## config.mk

```make
export PLATFORM = sky130hd
export DESIGN_NAME = sce_queue
export DESIGN_NICKNAME = d
export VERILOG_FILES = /design/src/sv/sce_queue.sv
export SDC_FILE = /design/constraint.sdc
export NUM_CORES = 1
export LEC_CHECK = 0
export BUFFER_PORTS_ARGS = -buffer_cell sky130_fd_sc_hd__buf_2
export CAP_MARGIN = 10
export CORE_AREA = 3 3 47 49
export DETAILED_ROUTE_END_ITERATION = 10
export DIE_AREA = 0 0 50 52
export PLACE_DENSITY = 0.72
export SLEW_MARGIN = 15
export SYNTH_ARGS = -nofsm -noshare
export SYNTH_HDL_FRONTEND = slang
export SYNTH_SLANG_ARGS = --single-unit
```

## constraint.sdc

```tcl
create_clock -name clk_i -period 1.3 [get_ports clk_i]
set_input_delay 0.195 -clock clk_i [delete_from_list [all_inputs] [get_ports clk_i]]
set_output_delay 0.195 -clock clk_i [all_outputs]
set_load 0.01 [all_outputs]
```

## src/sv/sce_queue.sv

```systemverilog
`default_nettype none
// ----------------------------------------------------------------------------
// sce_queue
// Two-entry queue between the checking front and the store back.
// ----------------------------------------------------------------------------
module sce_queue #(
  parameter int unsigned Width = 8
) (
  input  wire logic             clk_i,
  input  wire logic             rst_ni,
  input  wire logic             push_valid_i,
  output logic                  push_ready_o,
  input  wire logic [Width-1:0] push_data_i,
  output logic                  pop_valid_o,
  input  wire logic             pop_ready_i,
  output logic [Width-1:0]      pop_data_o
);

  logic [Width-1:0] slot_q [2];
  logic             wptr_q, rptr_q;
  logic [1:0]       cnt_q, cnt_d;
  logic             push, pop;

  assign push_ready_o = (cnt_q != 2'd2);
  assign pop_valid_o  = (cnt_q != 2'd0);
  assign push = push_valid_i && push_ready_o;
  assign pop  = pop_valid_o && pop_ready_i;
  assign pop_data_o = slot_q[rptr_q];

  always_comb begin
    cnt_d = cnt_q;
    if (push && !pop) begin
      cnt_d = cnt_q + 2'd1;
    end else if (pop && !push) begin
      cnt_d = cnt_q - 2'd1;
    end
  end

  always_ff @(posedge clk_i or negedge rst_ni) begin
    if (!rst_ni) begin
      wptr_q <= 1'b0;
      rptr_q <= 1'b0;
      cnt_q  <= 2'd0;
    end else begin
      cnt_q <= cnt_d;
      if (push) begin
        wptr_q <= ~wptr_q;
      end
      if (pop) begin
        rptr_q <= ~rptr_q;
      end
    end
  end

  always_ff @(posedge clk_i) begin
    if (push) begin
      slot_q[wptr_q] <= push_data_i;
    end
  end

endmodule
`default_nettype wire

```

-- Word level (Yosys, flattened, before mapping)
Memories as Yosys holds them, arrays and structs flattened.
Cells that the tools add are included.
- RAM bits: 16
- word-level logic and storage cells: 21
- input bits: 12
- memories kept: 1
- register bits after elaboration: 4
- memories (memory ; words ; bits a word ; read ports ; clocked after memory_dff ; wr ports ; line ; text):
    slot_q ; 2 ; 8 ; 1 ; 0 ; 1 ; 19 ; logic [Width-1:0] slot_q [2];
- add/subtract/negate cells: 2
- bitwise operators: 2
- mux-type cells: 4
- eq/ne operators: 1
- reduce and logical (&&, ||, !) cells: 8
- operator list (cell ; number):
    $logic_and 1x1->1 ; 4
    $mux 2 ; 2
    $reduce_bool 2->1 ; 2
    $add 2x1->2 const B ; 1
    $logic_not 1->1 ; 2
    $mux 1 ; 2
    $ne 2x2->1 const B ; 1
    $not 1->1 ; 2
    $sub 2x1->2 const B ; 1

-- Longest topological paths before layout
Gate-level depths: netlist (run 1).
- depth in word-level cells: 6
- depth in mapped cells: 7

-- Worst setup path after synthesis (run 1)
Ideal clock, no wire load.
- kind: register to register
- start point: register cnt_q[0]
- end point: memory slot_q[0][0] (enable)
- path slack: -0.086 ns
- data arrival time: 1.016 ns
- required time: 0.930 ns
- buffers on the path: 0
- setup time: 0.370 ns
- cell stages (with the launch flop): 4
- cells stage by stage: dfrtp_1 > nand2b_4 > nand2_1 > nor2_1
- word-level cells in the longest chain between the ends: 4
- ends and longest elaborated chain (item ; line ; text):
    from (decl) ; 21 ; logic [1:0] cnt_q, cnt_d;
    from (signal assigned) ; 45 ; cnt_q <= cnt_d;
    $ne 2x2->1 ; 24 ; assign push_ready_o = (cnt_q != 2'd2);
    via push_ready_o ; 12 ; output logic push_ready_o,
    $logic_and 1x1->1 ; 26 ; assign push = push_valid_i && push_ready_o;
    $mux 1 ; 56 ; if (push) begin
    $mux 1 (implied by the code) ; 57 ; slot_q[wptr_q] <= push_data_i;
    to (decl) ; 19 ;
The timed path passes the listed nets, and every way through them passes these cells.

-- Final worst setup path (run 1)
- start point: register rptr_q
- end point: output port pop_data_o[2]
- word-level cells in the longest chain between the ends: 1
- ends and longest elaborated chain (item ; line ; text):
    from (decl) ; 20 ; logic wptr_q, rptr_q;
    from (signal assigned) ; 50 ; rptr_q <= ~rptr_q;
    $mem_v2 2x8 ; -- ;
    to (decl) ; 16 ; output logic [Width-1:0] pop_data_o
No other way between the ends.

==> results of run 1 <==
## metrics by stage
step	area (um^2)	hold WS, ps
global route	1176	50.55
detailed placement	1013	11.18
global placement	1013	8.761
finish	1176	72.69
CTS	1171	62.18
floorplan	809.5	-100.6
## power by group
group          switching [mW]  total [mW]  internal, mW
logic                   0.496        1.28         0.783
clock network           0.184       0.495         0.312
registers              0.0911       0.989         0.898
## critical path: stages (launching register included)
cell and delay, ps:
dfrtp_2 400, buf_6 120, mux2_2 340, buf_6 120
## what timing repair did
| item | in CTS | in global routing |
|---|---|---|
| hold endpoints to repair | 4 | 0 |
| endpoints found under the setup margin | 10 | 18 |
| hold buffers | 1 | 0 |
| resized for setup | 14 | 1 |
| setup buffers | 4 | 0 |
| pin swaps | 2 | 0 |
## Yosys cell counts
master and instances:
inv_1 1, nand2b_4 1, or2_4 1, nand2_4 1
edfxtp_1 16, dfrtp_1 4, and3_1 1, xor2_1 2
buf_2 1, mux2_2 8, ha_1 1, xnor2_1 3
nor2_1 2, nand2_1 1
## sequential cells by signal, summed over array words and instances (netlist names)
| signal | flops |
|---|---|
| rptr_q | 1 |
| cnt_q | 2 |
| slot_q | 16 |
| wptr_q | 1 |
## layout make-up
type	instances	area, um^2	share of cell area [%]
multi-input combinational	21	225.2	19.15
clock inverter	1	30.03	2.553
clock buffer	3	22.52	1.915
sequential	20	581.8	49.47
tap	27	33.78	2.872
timing repair buffer	32	279.0	23.72
inverter	1	3.754	0.3191
## cell families (layout without fill, tap and decap cells)
kind of cell	Yosys count	in the layout	share of synthesized area (%)
adders and majority gates	1	1	1.590
and+or+nand+nor	7	7	6.518
xor gates and xnor gates	5	5	5.565
buffers and inverters	2	37	1.112
DFF	20	20	73.77
muxes	8	8	11.45
## worst paths after layout
check                                    start             to  slack [ps]  depth (start not counted)
worst min-delay path            push_data_i[3]   slot_q[1][3]          70                          1
worst max-delay path                    rptr_q  pop_data_o[2]        -160                          3
worst max register to register        cnt_q[1]       cnt_q[1]         -40                          6
max in group asynchronous               rst_ni         rptr_q         930                          2
worst min register to register          wptr_q         wptr_q         550                          1
min in group asynchronous               rst_ni         wptr_q         220                          2
## per-layer routing
layer | GRT usage [%] | up-vias | share of wire [%]
li1 | - | 226 | -
met1 | 12.15 | 223 | 36
met2 | 22.39 | 17 | 56
met3 | 3.725 | 2 | 6.7
met4 | 8.295 | 0 | 1.6
met5 | 0 | - | 0
==> results.toml, run 1 <==
[run_status]
outcome = "finished with violations"
violations = "negative setup slack"

[global_route]
antenna_found_initial = 0
track_usage_pct = 12.41
grt-ovfl-total = 0
grt_max_degree = 13
grt_pass1_vias = 535
grt_pass1_wl_um = 2304

[yosys]
synth_top_area_share_pct = 61.05
ys_seq_area_share_pct = 73.77
synth_cell_types = 14
synthCells = 43
syn_area_um2 = 787.0
synth_warnings = 0
yosys-top-cells-area = "edfxtp_1 (61%), dfrtp_1 (13%), mux2_2 (11%), xnor2_1 (3.3%), xor2_1 (2.2%)"
ys_ff_latch = 20
synth_nets = 56
yosys.area.top_type = "edfxtp_1"
synth_area_per_cell_um2 = 18.30

[clocking]
clk_pin_slew_ps = 110
cts_tree = "done"
cts-root-buf = "clkbuf_4"
clk_latency_ps = 300
clk_path_buf_depth = 2
cts_buffers = 3
cts.sinks = 20
cts_max_level = 1

[critical_path]
arrival_ps = 1270
cp.required_ps = 1110
cp-end-kind = "output pin"
critPathKind = "reg2out"
critical_path.max_fanout = 4
start_kind = "register"

[placed_design]
place_ws_ps = -39.93
dp_cells = 96
port-buffer-count = 21
place_hpwl_um = 963.2
gp_congestion = 0.6852

[die]
die_area_mm2 = 0.002600
coreArea_mm2 = 0.001902
rows = 16
initial_core_util_pct = 41.38
die_y_um = 52
io_pins = 22
die_width_um = 50

[detailed_routing]
first_iter_violations = 1
drt_wl_total_um = 1348
remaining_drc_errors = 0
ant_nets = 0
avgViaCountPerCell = 4.457
first_pass_iters = 2
vias = 468
avgRoutedWirePerCell_um = 12.84

[sta]
finalClockSkew_ps = 9.638
fin_crit_ps = 1461
tightest_slew_ps = 158.5
slew_violations = 0
grt_setup_unrepaired = "true"
relSlewSlack_pct = 89.43
hold_viol_final = 0
tns_ps = -1311
worst_slack_ps = -160.6
max_freq_ghz = 0.6847
fin_crit_sh_pct = 112.4
setup_violations = 10

[layout]
drive_above_1_share_pct = 65.38
syn_to_final_growth_pct = 49.44
mostFrequentLayoutCells = "edfxtp_1 (16), buf_2 (12), buf_6 (11)"
fillers = 155
stdcell_count = 105
diodes = 0
nets = 92
final_core_util_pct = 61.84
mostFrequentLayoutCell = "edfxtp_1"

[power_and_ir_drop]
power_density_mw_per_mm2 = 2350
vdd.ir_drop.worst_v = 0.001210
leakagePower_nw = 0.4792
p_total_mw = 2.764

[run]
maxCapViolCount = 0

[min_path]
holdCritPathClass = "in2reg"
Note: power is estimated with default switching activity, not from simulation.
==> inputs of run 2 (changes only) <==
BUFFER_PORTS_ARGS = -buffer_cell sky130_fd_sc_hd__buf_4   (was -buffer_cell sky130_fd_sc_hd__buf_2)
==> run 2 against run 1 <==
Effect of this change:
- the run still ends with negative setup slack left
- non-clock buffer count rose by 1
- cell count increased by 0.95%
- critical endpoint is now pop_data_o[5]
- largest power group unchanged
- die area stayed put
- flip-flop and latch count unchanged
- utilization unchanged
- largest cell class unchanged
- clock-buffer cell count up 1
==> results.toml, run 2 (synthesized netlist as in run 1, its figures left out) <==
[critical_path]
slowest_delay_ps = 390
cp-end-kind = "output pin"
r2r_slack_ps = -50
cp.required_ps = 1110
critPathKind = "reg2out"
cp_cell_sequence = "buf_6 > mux2_2 > buf_4"
crit_start = "rptr_q"
arrival_ps = 1260
critical_path.max_fanout = 5
crit_family = "flip-flops"
r2r-start = "cnt_q[1]"
slowest_stage = "dfrtp_2"
crit_buf_inv = 2
start_kind = "register"

[die]
initial_core_util_pct = 41.38
rows = 16
coreArea_mm2 = 0.001902
die_area_mm2 = 0.002600
die_y_um = 52
io_pins = 22
die_width_um = 50

[detailed_routing]
drt_wl_total_um = 1296
avgRoutedWirePerCell_um = 12.23
first_pass_iters = 2
vias = 465
ant_nets = 0
first_iter_violations = 5
remaining_drc_errors = 0
avgViaCountPerCell = 4.387

[sta]
fin_crit_ps = 1457
max_freq_ghz = 0.6861
tns_ps = -1234
hold_viol_final = 0
worst_slack_ps = -157.4
setup_violations = 10
finalClockSkew_ps = 0.6928
slew_violations = 0
relSlewSlack_pct = 89.21
tightest_slew_ps = 161.8
grt_setup_unrepaired = "true"
fin_crit_sh_pct = 112.1
hold_ws_ps = 88.40

[run]
maxCapViolCount = 0

[layout]
nets = 93
top_regs = "slot_q x16, cnt_q x2"
mostFrequentLayoutCell = "buf_4"
mostFrequentLayoutCells = "buf_4 (21), edfxtp_1 (16), buf_6 (10)"
syn_to_final_growth_pct = 49.44
largest_reg_flops = 16
fillers = 152
final_core_util_pct = 61.84
regMostFlops = "slot_q"
drive_above_1_share_pct = 67.09
diodes = 0

[global_route]
grt_max_degree = 12
grt_use_met1_pct = 13.43
use_met2_pct = 18.26
track_usage_pct = 10.97
top_usage_layer = "met2"
use_met3_pct = 4.011
grt_pass1_vias = 478
antenna_found_initial = 0
grt_pass1_wl_um = 2083
grt-ovfl-total = 0

[clocking]
cts.sinks = 20
cts_buffers = 3
clk_pin_slew_ps = 100
clk_path_buf_depth = 2
clk_latency_ps = 280
cts_tree = "done"
cts-root-buf = "clkbuf_4"
cts_max_level = 1

[placed_design]
port-buffer-count = 21
gp_congestion = 0.7085
place_hpwl_um = 926.6

[min_path]
holdCritPathClass = "in2reg"
holdCritStartpoint = "push_data_i[1]"

[run_status]
outcome = "finished with violations"
violations = "negative setup slack"

[power_and_ir_drop]
power_density_mw_per_mm2 = 2184
vdd.ir_drop.worst_v = 0.001320
leakagePower_nw = 0.4790
-- run 2: repair_timing --
item,in CTS,in global routing
setup endpoints to repair,10,10
endpoints found under the hold margin,4,0
pin swaps,2,4
hold buffers,1,0
resized for setup,11,5
setup buffers,3,1
-- run 2: path summary, 6_finish.rpt --
kind,end,cells after the start
setup / recovery,pop_data_o[5],3
hold / removal,slot_q[1][1],1
setup reg to reg,cnt_q[1],6
hold reg to reg,wptr_q,1
max in group asynchronous,rptr_q,2
min in group asynchronous,cnt_q[0],2
-- run 2: final cells by class --
cell class | count | area, um^2 | area share (%)
Clock buffer | 4 | 26.28 | 2.234
Tap cell | 27 | 33.78 | 2.872
Multi-Input combinational cell | 21 | 230.2 | 19.57
Sequential cell | 20 | 581.8 | 49.47
Inverter | 1 | 3.754 | 0.3191
Timing Repair Buffer | 33 | 300.3 | 25.53
-- run 2: report_power, final --
group / switching, mW / internal (mW) / leakage (nW)
Clock: 0.166 / 0.119 / 0.0150
Sequential: 0.0873 / 0.899 / 0.194
Combinational: 0.502 / 0.795 / 0.270
Total: 0.756 / 1.81 / 0.479
-- run 2: routing by layer --
layer  share of wire, %  vias up  wire length, um
li1                   -      226                -
met1                 43      224              559
met4                  0        0                0
met5                  0        -                0
met2                 50       15              647
met3                6.9        0               89
-- run 2: stage by stage --
step,area [um^2],setup WS (ps),std cells,total power [mW]
after CTS,1151,-166.8,105,2.507
final,1176,-157.4,106,2.568
after floorplan,809.5,-28.30,43,1.571
after global routing,1176,-210.3,106,2.724
after detailed placement,1061,-52.99,97,2.047
after global placement,1061,-1.904,97,2.016
