[config.mk]
export PLATFORM = sky130hd
export DESIGN_NAME = sce_front
export DESIGN_NICKNAME = d
export VERILOG_FILES = /design/src/sv/sce_pkg.sv /design/src/sv/sce_front.sv
export SDC_FILE = /design/constraint.sdc
export NUM_CORES = 1
export LEC_CHECK = 0
export BUFFER_PORTS_ARGS = -buffer_cell sky130_fd_sc_hd__clkbuf_2
export CORE_MARGIN = 3
export CORE_UTILIZATION = 45
export DETAILED_ROUTE_END_ITERATION = 7
export GPL_TIMING_DRIVEN = 0
export PLACE_DENSITY = 0.91
export SLEW_MARGIN = 30
export SYNTH_ARGS = -nofsm -noshare
export SYNTH_HDL_FRONTEND = slang
export SYNTH_SLANG_ARGS = --single-unit
[constraint.sdc]
create_clock -name clk_i -period 3.7 [get_ports clk_i]
set_input_delay 0.74 -clock clk_i [delete_from_list [all_inputs] [get_ports clk_i]]
set_output_delay 0.74 -clock clk_i [all_outputs]
set_load 0.03 [all_outputs]
[src/sv/sce_pkg.sv]
`default_nettype none
// ----------------------------------------------------------------------------
// sce_pkg
// Types and codes shared by the scatter elements matrix store.
// ----------------------------------------------------------------------------
package sce_pkg;

  localparam int unsigned CntW    = 7;
  localparam int unsigned PosW    = 6;
  localparam int unsigned IdxW    = 32;
  localparam int unsigned OutW    = 32;
  localparam int unsigned CfgIdxW = 3;
  localparam int unsigned StatW   = 2;

  localparam logic [1:0] CMD_LOAD    = 2'd0;
  localparam logic [1:0] CMD_SCATTER = 2'd1;
  localparam logic [1:0] CMD_READ    = 2'd2;

  localparam logic [StatW-1:0] ST_DONE = 2'd0;
  localparam logic [StatW-1:0] ST_IDX  = 2'd1;
  localparam logic [StatW-1:0] ST_POS  = 2'd2;

  localparam logic [CfgIdxW-1:0] REG_MATRIX_ROWS  = 3'd0;
  localparam logic [CfgIdxW-1:0] REG_MATRIX_COLS  = 3'd1;
  localparam logic [CfgIdxW-1:0] REG_UPDATE_ROWS  = 3'd2;
  localparam logic [CfgIdxW-1:0] REG_UPDATE_COLS  = 3'd3;
  localparam logic [CfgIdxW-1:0] REG_SCATTER_AXIS = 3'd4;

  typedef struct packed {
    logic [1:0]             cmd;
    logic [PosW-1:0]        pos_row;
    logic [PosW-1:0]        pos_col;
    logic signed [IdxW-1:0] target_index;
    logic [31:0]            word_in;
  } in_item_t;

  typedef struct packed {
    logic [StatW-1:0] status;
    logic [OutW-1:0]  word_out;
  } out_item_t;

  // what the back part does with one queued item
  typedef struct packed {
    logic             wr;
    logic             rd;
    logic [StatW-1:0] status;
  } op_t;

  localparam int unsigned OpW = $bits(op_t);

endpackage
`default_nettype wire

[src/sv/sce_front.sv]
`default_nettype none
// ----------------------------------------------------------------------------
// sce_front
// Holds the size registers, bounds-checks each item and turns it into a
// store operation with a flat address.
// ----------------------------------------------------------------------------
module sce_front import sce_pkg::*; #(
  parameter int unsigned MAX_ROWS  = 64,
  parameter int unsigned MAX_COLS  = 64,
  parameter int unsigned WORD_BITS = 32,
  parameter int unsigned AddrW     = 12
) (
  input  wire logic                 clk_i,
  input  wire logic                 rst_ni,
  input  wire logic                 cfg_we_i,
  input  wire logic [CfgIdxW-1:0]   cfg_idx_i,
  input  wire logic [CntW-1:0]      cfg_wdata_i,
  input  wire logic                 in_valid_i,
  output logic                      in_ready_o,
  input  wire in_item_t             in_item_i,
  output logic                      push_valid_o,
  input  wire logic                 push_ready_i,
  output op_t                       push_op_o,
  output logic [AddrW-1:0]          push_addr_o,
  output logic [WORD_BITS-1:0]      push_word_o
);

  logic [CntW-1:0] mrows_q, mcols_q, urows_q, ucols_q;
  logic            axis_q;

  always_ff @(posedge clk_i or negedge rst_ni) begin
    if (!rst_ni) begin
      mrows_q <= CntW'(64);
      mcols_q <= CntW'(64);
      urows_q <= CntW'(64);
      ucols_q <= CntW'(64);
      axis_q  <= 1'b0;
    end else if (cfg_we_i) begin
      case (cfg_idx_i)
        REG_MATRIX_ROWS:  mrows_q <= cfg_wdata_i;
        REG_MATRIX_COLS:  mcols_q <= cfg_wdata_i;
        REG_UPDATE_ROWS:  urows_q <= cfg_wdata_i;
        REG_UPDATE_COLS:  ucols_q <= cfg_wdata_i;
        REG_SCATTER_AXIS: axis_q  <= cfg_wdata_i[0];
        default: ;
      endcase
    end
  end

  logic [CntW-1:0] mr, mc, row, col, trow, tcol, idx_lo;
  logic            idx_hi_zero, mat_ok, pos_ok, idx_ok;

  always_comb begin
    mr = ({25'd0, mrows_q} > 32'(MAX_ROWS)) ? CntW'(MAX_ROWS) : mrows_q;
    mc = ({25'd0, mcols_q} > 32'(MAX_COLS)) ? CntW'(MAX_COLS) : mcols_q;
    row = {1'b0, in_item_i.pos_row};
    col = {1'b0, in_item_i.pos_col};
    idx_lo      = in_item_i.target_index[CntW-1:0];
    idx_hi_zero = (in_item_i.target_index[IdxW-1:CntW] == '0);
    mat_ok = (row < mr) && (col < mc);
    pos_ok = (row < urows_q) && (col < ucols_q) && (axis_q ? (row < mr) : (col < mc));
    idx_ok = idx_hi_zero && (idx_lo < (axis_q ? mc : mr));

    push_op_o = '{wr: 1'b0, rd: 1'b0, status: ST_DONE};
    trow = row;
    tcol = col;
    case (in_item_i.cmd)
      CMD_LOAD, CMD_READ: begin
        if (!mat_ok) begin
          push_op_o.status = ST_POS;
        end else if (in_item_i.cmd == CMD_LOAD) begin
          push_op_o.wr = 1'b1;
        end else begin
          push_op_o.rd = 1'b1;
        end
      end
      CMD_SCATTER: begin
        if (axis_q) begin
          tcol = idx_lo;
        end else begin
          trow = idx_lo;
        end
        if (!pos_ok) begin
          push_op_o.status = ST_POS;
        end else if (!idx_ok) begin
          push_op_o.status = ST_IDX;
        end else begin
          push_op_o.wr = 1'b1;
        end
      end
      default: ;
    endcase

    push_addr_o = AddrW'(AddrW'(trow) * AddrW'(MAX_COLS) + AddrW'(tcol));
    push_word_o = WORD_BITS'(in_item_i.word_in);
  end

  assign push_valid_o = in_valid_i;
  assign in_ready_o   = push_ready_i;

endmodule
`default_nettype wire

Yosys cells after proc, flatten, opt, wreduce, memory -nomap -nowiden
Cells that the tools add are included.
- flip-flop bits (word level): 29
- input port bits: 93
- word-level logic and storage cells: 51
- $add $sub $neg: 1
- magnitude comparators: 7
- equal/unequal tests: 6
- mux-type cells: 19
- reduce and logical (&&, ||, !) cells: 13
- operators by type and width (cell ; count):
    2-to-1 mux 7 bit ; 5
    less-than comparator 6 x 7 -> 1 bit ; 4
    zero test 25 bit ; 1
    > comparator 7 bit (second input constant) ; 2
    adder 12 x 7 -> 12 bit ; 1
    2-to-1 mux 6 bit ; 2
    AND reduction 2 bit ; 5
    less-than comparator 7 bit ; 1
    2-to-1 mux 1 bit ; 7
    == test 3 x 2 -> 1 bit (second input constant) ; 2
    2-to-1 mux 2 bit ; 3
    logical AND 1 bit ; 4
    case mux 2 bit (2 select lines) ; 1
    == test 3 x 1 -> 1 bit (second input constant) ; 1
    == test 3 bit (second input constant) ; 1
    zero test 3 bit ; 1
    == test 2 x 1 -> 1 bit (second input constant) ; 1
    == test 2 bit (second input constant) ; 1
    zero test 2 bit ; 1
    case mux 1 bit (2 select lines) ; 1
    OR reduction 2 bit ; 1

Logic depth before layout (Yosys ltp)
- word-level depth: 8
- depth in mapped cells: 10
- gate-level depth less buffers: 9

Least setup slack after synthesis
Ideal clock, no wire load.
- kind: input to output
- start point: input in_item_i[74] in the netlist's numbering
- end point: output push_op_o[3] in the netlist's numbering
- arrival time: 2606 ps
- data required time: 2960 ps
- slack: 354 ps
- cell stages on the path: 7
- path buffers: 0
- cells stage by stage: ha_1 > a21o_1 > a21oi_2 > o22ai_1 > a211o_1 > or3_1 > o32ai_2
- RTL lines (what ; line ; source):
    start: declaration ; sce_front.sv:20 ; input wire in_item_t in_item_i,
    end: declaration ; sce_front.sv:23 ; output op_t push_op_o,

==> results.md <==
- The number of nets still failing antenna checks after routing is 0.
- The global-route wire length before repair is 10680 um.
- The dominant synthesized flop cell is dfrtp_1.
- The number of slew-limit violations in the final report was 0.
- The final-layout worst hold slack is 499.6 ps.
- After global routing the overflow that remains totals 0.
- In the layout the commonest cells are clkbuf_2, buf_4, mux2_2, ha_1, dfrtp_1.
- For this run, the top clock speed supported by timing is 276.4 MHz.
- The initial core utilization is 0.4810.
- Dividing the final minimum period by the clock period gives 0.9779.
- Summing over every cut layer, the via total after detailed routing is 2444.
- The worst flop-to-flop path startpoint is mcols_q[6].
- Walking the worst path, the cells encountered are clkinvlp_4, nand2_1, ha_1, a211oi_2, nor2_1, a211o_1, or3_1, o32ai_2, clkbuf_8.
- The congestion estimate from routability-driven global placement came to 0.9327.
- After detailed routing, the average wire length per cell comes to 16.29 um.
- The number of cells traversed by the worst register-to-register path is 3.
- STA puts the critical path data required time at 2960 ps.
- For this design the ratio of total power to cell area is 401.8 nW/um^2.
- By startpoint and endpoint, the worst setup path is classified as flip-flop to primary output.
- The kind of end point of the critical path is a primary output.
- The top-level port count is 143.
- Across all register-to-register paths, the minimum setup slack is 2480 ps.
- The count of input and output buffers is 108.
- The number of endpoints failing setup at the final stage is 0.
- The data arrival time of the worst path is 2880 ps.
- The number of global-route vias before repair is 2237.
- Synthesis produced a netlist with a net count of 385.
- The commonest non-fill, non-tap cell in the layout is clkbuf_2.
- The cell with the biggest individual delay on the critical path is dfstp_2.
- In the synthesized netlist, the number of instances is 264.
- The setup skew after layout is 0 ps.
- In this run the worst path has a maximum fanout of 5.
- The area of the placeable core is 5270 um^2.
- The number of placement rows is 26.
- The die width is 81.06 um.
- The clock-pin slew reported for the worst setup and hold paths after clock tree synthesis is 60 ps.
- The number of different library cells used by synthesis comes to 45.
- Counting the fill cells in the layout gives 425.
- Broken down by cell family, the worst path's largest delay share belongs to compound AO/OA/AOI/OAI gates.
- The number of synthesized register bits is 29.
- The worst-case IR drop observed on VDD is 286.9 uV.
- The clock sink total is 29.
- Timing analysis after detailed placement gives a worst setup slack of 154.1 ps.
- The ratio of cells with drive above 1 in the final layout is 0.5234.
- Across every metal layer, demand over resource in global routing totals 0.2108.
- The clock tree from TritonCTS is yes.
- The worst setup slack after layout is 81.88 ps.
- The die covers 6570 um^2.
- The cell area after synthesis is 2535 um^2.
- The area growth from synthesis to layout is 30.90%.
- The violation count after the first detailed-route iteration is 226.
- The total negative slack for setup checks is 0 ps.
- The measured slew at the worst slew-check pin is 865.4 ps.
- The tightest slew margin relative to the limit is 0.4215.
- Setup repair after global routing could not meet its margin everywhere.
- The initial antenna violation count is 0.
- For this design the static power due to leakage is 1.678 nW.
- The clock latency at the later pin of the worst-skew pair is 270 ps.
- The nature of the critical path startpoint is a flip-flop.
- For this run, asynchronously set or reset flops after synthesis account for 1.000.
- The number of antenna cells inserted is 0.
- The pin count of the biggest net entering global routing is 30.
- The number of maximum-capacitance constraint violations is 0.
- The first TritonRoute pass finished after 4 iterations.
- The die is 81.06 um tall.
- The class of the tightest hold or removal check is input pin to async pin.
- The total DRC errors in the routed layout is 0.
- The run finished with clean final reports.
- The worst reg2reg path endpoint is mcols_q[6].
- The count of flip-flops with a built-in enable after synthesis is 0.
- The instance count on the critical path is 9.
- The synthesized area divided by synthesized cell count is 9.602 um^2.
- The maximum cell stage delay along the critical path is 610 ps.
- The number of buffers created by CTS is 5.
- The maximum buffer depth of the clock tree is 2.
- The sequential fraction of the synthesis area is 0.2883.
- The clock root buffer is clkbuf_8.
- The total number of nets in the final design is 505.
- The H-tree generated during clock tree synthesis spans 2 levels.
- In the routed layout, each cell is associated on average with a via count of 5.383.
- Once layout is complete, the utilization of the core stands at 0.6296.
- The final hold violation count is 0.
- The post-layout minimum cycle time is 3618 ps.
- After legalization and detailed placement, the total HPWL measured 6117 um.
- The count of warnings emitted by yosys is 0.
- The number of buffer and inverter stages on the critical path is 2.
- The final layout contains routed wiring with a total length of 7394 um.
-- sequential cells by signal, summed over array words and instances, names as in the netlist --
signal,count
axis_q,1
mcols_q,7
mrows_q,7
ucols_q,7
urows_q,7
-- Yosys cell counts (2+ instances only) --
cell type  instances  area share
inv_1             12       0.018
and2_1             2      0.0049
buf_4             34        0.10
dfrtp_1           25        0.25
nor2b_1            2      0.0049
xor2_1             2      0.0069
nand2_1           19       0.028
a21o_1             4       0.012
ha_1              28        0.14
nor3_1             3      0.0059
nand3_1            5      0.0099
nor4bb_1           2      0.0079
nand2b_1           8       0.020
o21ai_0           11       0.022
dfstp_2            4       0.041
a211oi_1           3      0.0089
clkbuf_1           3      0.0044
nor4_1             6       0.015
nor2_1             8       0.012
o22ai_1            2      0.0049
a21oi_1           10       0.020
a31oi_1            6       0.015
mux2_2            30        0.13
xnor2_1            2      0.0069
mux2i_1            5       0.020
buf_2              2      0.0039
nand4b_1           2      0.0069
or3_1              3      0.0074
and3_1             2      0.0049
nand4_1            4      0.0099
-- routing by layer --
metal / part of all wire / track usage / up-vias
met1: 0.39 / 0.2509 / 1135
li1: - / - / 1159
met2: 0.50 / 0.3768 / 126
met4: 0.024 / 0.07601 / 0
met3: 0.087 / 0.03880 / 24
met5: 0 / 0 / -
-- cell families (layout without fill, tap and decap cells) --
group                      Yosys count  count (layout)  synth area share
AOI/OAI and AO/OA                   42              42            0.1071
xor gates and xnor gates             4               4           0.01382
adders and majority gates           28              28            0.1382
buffers and inverters               52             172            0.1283
DFF                                 29              29            0.2883
muxes                               36              36            0.1575
and+or+nand+nor                     73              73            0.1668
-- worst max-delay path by stage --
stage / start / slack, ps / end
detailed placement: in_item_i[74] / 150 / push_op_o[3]
CTS: axis_q / 10 / push_op_o[3]
floorplan: in_item_i[74] / 350 / push_op_o[3]
global placement: in_item_i[74] / 170 / push_op_o[3]
global route: axis_q / -40 / push_op_o[3]
finish: mcols_q[6] / 80 / push_op_o[3]
-- through the flow --
step                cells  area (um^2)  total power (W)
global placement      442         3163         0.001005
detailed placement    442         3163         0.001037
global route          454         3318         0.001425
finish                454         3318         0.001333
CTS                   447         3251         0.001297
floorplan             264         2535        0.0008548
-- cell type report --
| type | count | area [um^2] | area share |
|---|---|---|---|
| clock buffers | 7 | 86.33 | 0.02602 |
| inverters | 12 | 48.80 | 0.01471 |
| repair buffers | 114 | 591.8 | 0.1784 |
| repair inverters | 1 | 7.507 | 0.002262 |
| plain buffers | 38 | 277.8 | 0.08371 |
| flip-flops and latches | 29 | 730.7 | 0.2202 |
| well taps | 70 | 87.58 | 0.02640 |
| multi-input cells | 183 | 1488 | 0.4483 |
-- repair_timing --
action | CTS | global route
setup endpoints to repair | 2 | 3
pin swaps | 0 | 1
hold buffers | 0 | 0
buffers inserted | 0 | 6
resized for setup | 3 | 8
cloned | 0 | 1
-- power by group --
group          total [W]  internal [W]  switching [W]
Combinational   0.000631      0.000283       0.000349
Clock           0.000255      0.000147       0.000108
Sequential      0.000447      0.000394      0.0000529
Power figures use the tool's default switching activity.
